--- config.mk ---
export PLATFORM = sky130hd
export DESIGN_NAME = keypad_code_lock_controller
export DESIGN_NICKNAME = d
export VERILOG_FILES = /design/src/hdl/kclc_pkg.sv /design/src/hdl/kclc_entry.sv /design/src/hdl/keypad_code_lock_controller.sv
export SDC_FILE = /design/constraint.sdc
export NUM_CORES = 1
export LEC_CHECK = 0
export ABC_AREA = 1
export BUFFER_PORTS_ARGS = -buffer_cell sky130_fd_sc_hd__buf_2
export CAP_MARGIN = 20
export CORE_MARGIN = 2
export CORE_UTILIZATION = 54
export CTS_CLUSTER_DIAMETER = 30
export DETAILED_ROUTE_END_ITERATION = 8
export GPL_ROUTABILITY_DRIVEN = 1
export PLACE_DENSITY = 0.76
export SLEW_MARGIN = 20
export SYNTH_ARGS = -nofsm -noshare
export SYNTH_HDL_FRONTEND = slang
export SYNTH_SLANG_ARGS = --single-unit
--- constraint.sdc ---
create_clock -name clock -period 2.2 [get_ports clock]
set_input_delay 0.11 -clock clock [delete_from_list [all_inputs] [get_ports clock]]
set_output_delay 0.11 -clock clock [all_outputs]
set_load 0.01 [all_outputs]
--- src/hdl/kclc_pkg.sv ---
// Shared definitions for the keypad code lock controller: code length,
// key and register codes, reset values and the entry-buffer control type.
// No dependencies; imported by kclc_entry, keypad_code_lock_controller and tb.
package kclc_pkg;

   // Code length and the widths that follow from it.
   localparam int CODE_DIGITS = 8;
   localparam int IDX_W       = (CODE_DIGITS > 1) ? $clog2(CODE_DIGITS) : 1;
   localparam int CNT_W       = 4;
   localparam int DIGIT_W     = 4;

   // Entry count saturates one above the code length, limited by the 4-bit field.
   localparam logic [CNT_W-1:0] ENTRY_CAP =
      CNT_W'((CODE_DIGITS < 15) ? CODE_DIGITS + 1 : 15);

   localparam logic [DIGIT_W-1:0] BLANK_ENTRY   = 4'hf;
   localparam logic [DIGIT_W-1:0] RESET_DIGIT   = 4'd8;
   localparam logic [2:0]         FAIL_MAX      = 3'd7;
   localparam logic [7:0]         HOLD_RESET    = 8'd20;
   localparam logic [2:0]         LOCKOUT_RESET = 3'd3;

   // Key codes.
   localparam logic [3:0] KEY_0       = 4'd0;
   localparam logic [3:0] KEY_9       = 4'd9;
   localparam logic [3:0] KEY_ENTER   = 4'd10;
   localparam logic [3:0] KEY_B       = 4'd11;
   localparam logic [3:0] KEY_CANCEL  = 4'd12;
   localparam logic [3:0] KEY_CHANGE  = 4'd13;
   localparam logic [3:0] KEY_CONFIRM = 4'd14;
   localparam logic [3:0] KEY_F       = 4'd15;

   // Item kinds carried on the input tuser.
   localparam logic ACTION_KEY  = 1'b0;
   localparam logic ACTION_TICK = 1'b1;

   // Configuration register indexes.
   localparam logic CSR_HOLD    = 1'b0;
   localparam logic CSR_LOCKOUT = 1'b1;

   typedef logic [CODE_DIGITS-1:0][DIGIT_W-1:0] code_type;

   typedef struct packed {
      logic                 append;
      logic                 clear;
      logic [DIGIT_W-1:0]   value;
   } entry_ctl_type;

endpackage

--- src/hdl/kclc_entry.sv ---
// Entry buffer of the keypad code lock: holds the keys typed so far, their
// saturating count, and compares the buffer with the stored code.
// Depends on kclc_pkg.
module kclc_entry
   import kclc_pkg::*;
(
   input  logic              clock,
   input  logic              reset,
   input  entry_ctl_type     ctl,
   input  code_type          code,
   output logic [CNT_W-1:0]  count_in,
   output logic [CNT_W-1:0]  count,
   output logic              match
);

   code_type          slot_ff, slot_in;
   logic [CNT_W-1:0]  count_ff;

   // Clear or append one key; the count keeps rising to its cap after the buffer fills.
   always_comb begin
      slot_in  = slot_ff;
      count_in = count_ff;
      if (ctl.clear) begin
         slot_in  = {CODE_DIGITS{BLANK_ENTRY}};
         count_in = '0;
      end else if (ctl.append) begin
         if (int'(count_ff) < CODE_DIGITS) begin
            slot_in[count_ff[IDX_W-1:0]] = ctl.value;
         end
         if (count_ff < ENTRY_CAP) begin
            count_in = count_ff + 1'b1;
         end
      end
   end

   always_ff @(posedge clock) begin
      if (reset) begin
         slot_ff  <= {CODE_DIGITS{BLANK_ENTRY}};
         count_ff <= '0;
      end else begin
         slot_ff  <= slot_in;
         count_ff <= count_in;
      end
   end

   // A match needs exactly a full code's worth of keys, all equal to the code.
   assign match = (int'(count_ff) == CODE_DIGITS) && (slot_ff == code);
   assign count = count_ff;

endmodule

--- src/hdl/keypad_code_lock_controller.sv ---
// Keypad code lock controller: takes key and tick beats, updates the lock state
// in the cycle a beat is accepted and presents one result beat the cycle after.
// Throughput is one item per cycle while the receiver keeps taking results, set by the single
// output register, which accepts a new beat while its result is being taken.
// Reset is synchronous and active high; it restores the default code (all
// eights), clears the entry, counters and flags and loads the default registers.
module keypad_code_lock_controller
   import kclc_pkg::*;
(
   input  logic         clock,
   input  logic         reset,
   // Input stream.
   input  logic         req_tvalid,
   output logic         req_tready,
   input  logic [7:0]   req_tdata,   // [3:0] key, [7:4] zero
   input  logic         req_tuser,   // [0] action: 0 key press, 1 timer tick
   // Result stream.
   output logic         rsp_tvalid,
   input  logic         rsp_tready,
   output logic [15:0]  rsp_tdata,   // [0] unlocked, [1] alarm, [4:2] failures,
                                     // [8:5] entered, [9] changing, [10] locked_out
   // Configuration writes.
   input  logic         csr_we,
   input  logic         csr_index,
   input  logic [7:0]   csr_wdata
);

   logic              accept;
   logic [3:0]        key;
   entry_ctl_type     entry_ctl;
   logic [CNT_W-1:0]  count_in, count;
   logic              entry_match;

   logic [7:0]        hold_ff, hold_in;
   logic [2:0]        lockout_ff, lockout_in;
   code_type          code_ff, code_in;
   logic [2:0]        fail_ff, fail_in;
   logic              change_ff, change_in;
   logic [IDX_W-1:0]  cap_ff, cap_in;
   logic [IDX_W:0]    cap_next;
   logic              run_ff, run_in;
   logic [7:0]        rel_ff, rel_in;
   logic              open_ff, open_in;
   logic              alarm_ff, alarm_in;
   logic [2:0]        limit;
   logic              locked_in;
   logic              rsp_valid_ff, rsp_valid_in;
   logic [15:0]       rsp_data_ff;

   assign accept     = req_tvalid && req_tready;
   assign key        = req_tdata[3:0];
   assign req_tready = !rsp_valid_ff || rsp_tready;

   kclc_entry u_entry (
      .clock    (clock),
      .reset    (reset),
      .ctl      (entry_ctl),
      .code     (code_ff),
      .count_in (count_in),
      .count    (count),
      .match    (entry_match)
   );

   // Configuration register writes.
   always_comb begin
      hold_in    = hold_ff;
      lockout_in = lockout_ff;
      if (csr_we) begin
         unique case (csr_index)
            CSR_HOLD:    hold_in    = csr_wdata;
            CSR_LOCKOUT: lockout_in = csr_wdata[2:0];
            default:     ;
         endcase
      end
   end

   // A lockout value of zero behaves as one.
   assign limit    = (lockout_ff == 3'd0) ? 3'd1 : lockout_ff;
   assign cap_next = {1'b0, cap_ff} + 1'b1;

   // Key and tick decoding and the lock state update.
   always_comb begin
      entry_ctl       = '0;
      entry_ctl.value = key;
      code_in         = code_ff;
      fail_in         = fail_ff;
      change_in       = change_ff;
      cap_in          = cap_ff;
      run_in          = run_ff;
      rel_in          = rel_ff;
      open_in         = open_ff;
      alarm_in        = alarm_ff;
      if (accept) begin
         if (req_tuser == ACTION_TICK) begin
            if (run_ff) begin
               if (rel_ff < hold_ff) begin
                  rel_in = rel_ff + 1'b1;
               end else begin
                  run_in   = 1'b0;
                  rel_in   = '0;
                  open_in  = 1'b0;
                  alarm_in = 1'b0;
               end
            end
         end else begin
            unique case (key) inside
               [KEY_0:KEY_9]: begin
                  entry_ctl.append = 1'b1;
                  if (change_ff) begin
                     code_in[cap_ff] = key;
                     if (int'(cap_next) >= CODE_DIGITS) begin
                        cap_in    = '0;
                        change_in = 1'b0;
                     end else begin
                        cap_in = cap_next[IDX_W-1:0];
                     end
                  end
               end
               KEY_B, KEY_F: begin
                  entry_ctl.append = 1'b1;
               end
               KEY_ENTER: begin
                  entry_ctl.clear = 1'b1;
                  run_in          = 1'b1;
                  rel_in          = '0;
                  if (entry_match) begin
                     open_in = 1'b1;
                     fail_in = '0;
                  end else begin
                     open_in  = 1'b0;
                     alarm_in = 1'b1;
                     if (fail_ff < FAIL_MAX) begin
                        fail_in = fail_ff + 1'b1;
                     end
                     // Once locked out the timer stops and the alarm stays latched.
                     if (fail_in >= limit) begin
                        run_in = 1'b0;
                     end
                  end
               end
               KEY_CANCEL: begin
                  entry_ctl.clear = 1'b1;
               end
               KEY_CHANGE: begin
                  entry_ctl.clear = 1'b1;
                  change_in       = 1'b1;
                  cap_in          = '0;
               end
               KEY_CONFIRM: begin
                  entry_ctl.clear = 1'b1;
                  change_in       = 1'b0;
                  cap_in          = '0;
                  run_in          = 1'b1;
                  rel_in          = '0;
               end
               default: ;
            endcase
         end
      end
   end

   assign locked_in    = (fail_in >= limit);
   assign rsp_valid_in = accept || (rsp_valid_ff && !rsp_tready);

   // Control and lock state.
   always_ff @(posedge clock) begin
      if (reset) begin
         hold_ff      <= HOLD_RESET;
         lockout_ff   <= LOCKOUT_RESET;
         code_ff      <= {CODE_DIGITS{RESET_DIGIT}};
         fail_ff      <= '0;
         change_ff    <= 1'b0;
         cap_ff       <= '0;
         run_ff       <= 1'b0;
         rel_ff       <= '0;
         open_ff      <= 1'b0;
         alarm_ff     <= 1'b0;
         rsp_valid_ff <= 1'b0;
      end else begin
         hold_ff      <= hold_in;
         lockout_ff   <= lockout_in;
         code_ff      <= code_in;
         fail_ff      <= fail_in;
         change_ff    <= change_in;
         cap_ff       <= cap_in;
         run_ff       <= run_in;
         rel_ff       <= rel_in;
         open_ff      <= open_in;
         alarm_ff     <= alarm_in;
         rsp_valid_ff <= rsp_valid_in;
      end
   end

   // Result beat: the state after the accepted item.
   always_ff @(posedge clock) begin
      if (accept) begin
         rsp_data_ff <= {5'b0, locked_in, change_in, count_in, fail_in, alarm_in, open_in};
      end
   end

   assign rsp_tvalid = rsp_valid_ff;
   assign rsp_tdata  = rsp_data_ff;

   // Every accepted beat produces a result in the following cycle.
   a_result_follows: assert property (@(posedge clock) disable iff (reset)
      accept |=> rsp_tvalid)
      else $error("accepted beat produced no result");

   // The capture position only moves while a new code is being captured.
   a_capture_in_change: assert property (@(posedge clock) disable iff (reset)
      (cap_ff != '0) |-> change_ff)
      else $error("capture index set outside change mode");

   // A correct code opens the lock and clears the failure count.
   a_match_opens: assert property (@(posedge clock) disable iff (reset)
      (accept && (req_tuser == ACTION_KEY) && (key == KEY_ENTER) && entry_match)
      |=> (open_ff && (fail_ff == 3'd0)))
      else $error("match did not open the lock");

   // The final tick of a running release drops both flags and stops the timer.
   a_release_clears: assert property (@(posedge clock) disable iff (reset)
      (accept && (req_tuser == ACTION_TICK) && run_ff && (rel_ff >= hold_ff))
      |=> (!open_ff && !alarm_ff && !run_ff))
      else $error("release did not clear the flags");

   // The entry count never rises past its saturation mark.
   a_count_capped: assert property (@(posedge clock) disable iff (reset)
      count <= ENTRY_CAP)
      else $error("entry count above its cap");

endmodule

==> metrics.cfg <==
[outcome]
outcome = completed

[power]
p_leak_nw = 2.77
intPower_w = 0.00265
finalPower_w = 0.00363
ir_drop_mv = 0.431
p_comb_share_pct = 11.7
cellPowerDensity_mw_per_mm2 = 578
swShare_pct = 27.0
power_switching_w = 0.000980
pwr-share-seq_pct = 57.4
clockPowerShare_pct = 30.9

[worst_setup_path]
required_ns = 2.34
critPathMaxFanout = 2
slowest_stage = dfxtp_2
cp-start-kind = flop
slowest_delay_ns = 0.34
end_kind = flop
crit_chain = inv_2 > ha_4 > nand2_4 > nor2_4 > inv_2 > nor2_2 > nand2_1 > nor2_1 > nand3_1 > or2_4 > nand2_2 > nand2_2 > inv_2 > ha_4 > nand3_2 > o211ai_1
crit_type = flop to flop
cpMostUsedCell = inv_2
arrival_ns = 2.22

[route]
wl_per_cell_um = 14.5
viasPerCell = 5.34
drt_pre_antenna_iters = 5
drt-total-wl_um = 13500
drc = 0
drtIter0Drc = 294
vias = 4990
drtAntennaViolNets = 0

[sta]
drv_slew = 0
finalHoldViolCount = 0
fin_ws_ns = 0.120
maxClockFrequency_ghz = 0.481
period_minus_slack_ns = 2.08
hold_ws_ns = 0.00990
rsz0062_at_grt = true
setup-tns-final_ns = 0
final.period_utilization_pct = 94.5
finClkSkew_ns = 0.0110
setup_violations = 0

[place]
dp_hpwl_um = 9800
place_ws_ns = -0.131
dp_cells = 908
gp_congestion = 0.957
portBuffers = 31

[floorplanning]
die_h_um = 105
io_pins = 41
core_area_mm2 = 0.00982
fp-row-count = 36
die-area_mm2 = 0.0110
die_w_um = 105
start_util_pct = 56.0

[final_layout]
final_nets = 838
drive_gt1_share_pct = 15.7
antennaDiodeCount = 0
areaGrowthSynthToFinish_pct = 14.0
fin_cells = 934

[hold_path]
hold_class = primary input to flop

[synth]
ys_types = 38
syn_area_mm2 = 0.00550
synth_edf_count = 11
syn_inst = 742
ys_async_sr_fraction_pct = 0
synth.area.top_cells = dfxtp_1, nand2_1, a21oi_1
synth.yosys.warnings = 0
netlist.area_leader.share_pct = 35.7
syn_area_per_cell_um2 = 7.42
yosysSeqAreaShare_pct = 41.7
ys_seq_elements = 109
yosysTopAreaCell = dfxtp_1
synthFlopType = dfxtp_1

[cts]
cts_tree = built
cts_buffers = 9
clk_latency_ns = 0.39
clk_pin_slew_ns = 0.10
cts-root-buf = clkbuf_8
cts.path.max_buffers = 2
htreeDepth = 3
cts.sinks = 109

[global_routing]
grt_pass1_vias = 4772
grt_max_degree = 29
grt_pass1_wl_um = 22200
grt.overflow.total = 0
globalRouteTotalUtil_pct = 25.3
antenna_found_initial = 0

[job]
timing.max_cap.violations = 0

==> timing repair <==
action | in CTS | in global routing
pin swaps | 8 | 10
hold buffers | 8 | 0
hold endpoints to repair | 8 | 0
setup buffers | 0 | 2
resized for setup | 9 | 20
endpoints found under the setup margin | 1 | 1
==> per-stage QoR <==
| stage | cell area, um^2 | util [%] |
|---|---|---|
| 2_1_floorplan | 5520 | - |
| 3_3_place_gp | 5880 | 59.8 |
| 3_5_place_dp | 5880 | 59.8 |
| 4_1_cts | 6160 | 62.7 |
| 5_1_grt | 6270 | 63.9 |
| 6_report | 6270 | 63.9 |
==> worst max-delay path: cells and delay by family (launching register included) <==
| family | cells | cell delay [ns] |
|---|---|---|
| simple gates | 10 | 0.90 |
| flops | 1 | 0.34 |
| fa+ha+maj | 2 | 0.33 |
| buf+inv | 3 | 0.18 |
| compound gates | 1 | 0.08 |
==> routing by layer <==
metal	vias to the layer above	part of all wire (%)	global-route usage (%)
li1	2505	-	-
met5	-	0	0
met3	30	6.3	5.99
met4	0	2.5	9.62
met1	2303	44	31.8
met2	152	47	42.2
==> logic make-up (layout without fill, tap and decap cells) <==
logic type               count (synthesis)  in the layout  synth area share (%)
AND/OR/NAND/NOR                        285            285                  23.9
AO/OA/AOI/OAI                          186            186                  18.2
buffers and inverters                  125            180                  9.19
flip-flops                             109            109                  41.7
adder cells (fa/ha/maj)                 19             19                  4.32
XOR/XNOR                                17             17                  2.71
other                                    1              5                0.0681
==> sequential cells by signal (all words and copies together), names as in the netlist <==
name             cells
alarm_ff             1
cap_ff               3
change_ff            1
code_ff             32
fail_ff              3
hold_ff              8
lockout_ff           3
open_ff              1
rel_ff               8
rsp_tdata           11
rsp_tvalid           1
run_ff               1
u_entry.count        4
u_entry.slot_ff     32
==> layout by cell type (no fill, tap or decap), types with 4 or more instances in the layout <==
cell type,n
a21oi_1,80
buf_2,31
buf_4,18
clkbuf_8,10
conb_1,5
dfxtp_1,96
dlygate4sd3_1,8
edfxtp_1,11
ha_1,15
ha_4,4
inv_1,98
inv_2,7
nand2_1,152
nand2_2,8
nand2_4,6
nand3_1,15
nand3_2,4
nor2_1,61
nor2_4,12
nor3_1,9
o211ai_1,20
o21ai_0,77
xnor2_1,7
xor2_1,10
==> final cells by class <==
type,instances,area [um^2]
clock buffers,10,138
clock inverters,6,38.8
fillers,879,3550
inverters,106,400
multi-input cells,512,2840
flip-flops and latches,109,2290
well taps,133,166
repair buffers,58,390
==> cells in the mapped netlist (2+ instances only) <==
cell / n
clkbuf_1: 10
o21ai_2: 2
nand2_2: 5
a21oi_1: 82
or2_2: 4
a211oi_1: 2
nand2_4: 3
nor2_4: 11
o211ai_1: 20
ha_1: 19
inv_2: 4
inv_1: 102
nand4_1: 3
buf_4: 5
xor2_1: 10
nor2_1: 64
edfxtp_1: 11
buf_6: 2
o21ai_0: 77
dfxtp_1: 98
xnor2_1: 7
nor3_2: 2
nor3_1: 9
nand3_1: 18
nand2_1: 158
buf_2: 2
==> power groups by stage <==
| stage | sequential, W | combinational, W | clock [W] |
|---|---|---|---|
| 5_1_grt | 0.00209 | 0.000469 | 0.00121 |
| 6_report | 0.00208 | 0.000425 | 0.00112 |
| 4_1_cts | 0.00208 | 0.000403 | 0.00115 |
| 3_5_place_dp | 0.00213 | 0.000388 | 0 |
| 2_1_floorplan | 0.00214 | 0.000242 | 0 |
| 3_3_place_gp | 0.00213 | 0.000376 | 0 |
==> final timing paths <==
path	slack, ns	from	endpoint	depth (start not counted)
worst max-delay path	0.12	u_entry.count[1]	rsp_tdata[10]	16
worst min-delay path	0.01	csr_wdata[7]	hold_ff[7]	3
worst max register to register	0.12	u_entry.count[1]	rsp_tdata[10]	16
worst min register to register	0.47	hold_ff[3]	hold_ff[3]	2
(Power assumes the default switching activity.)
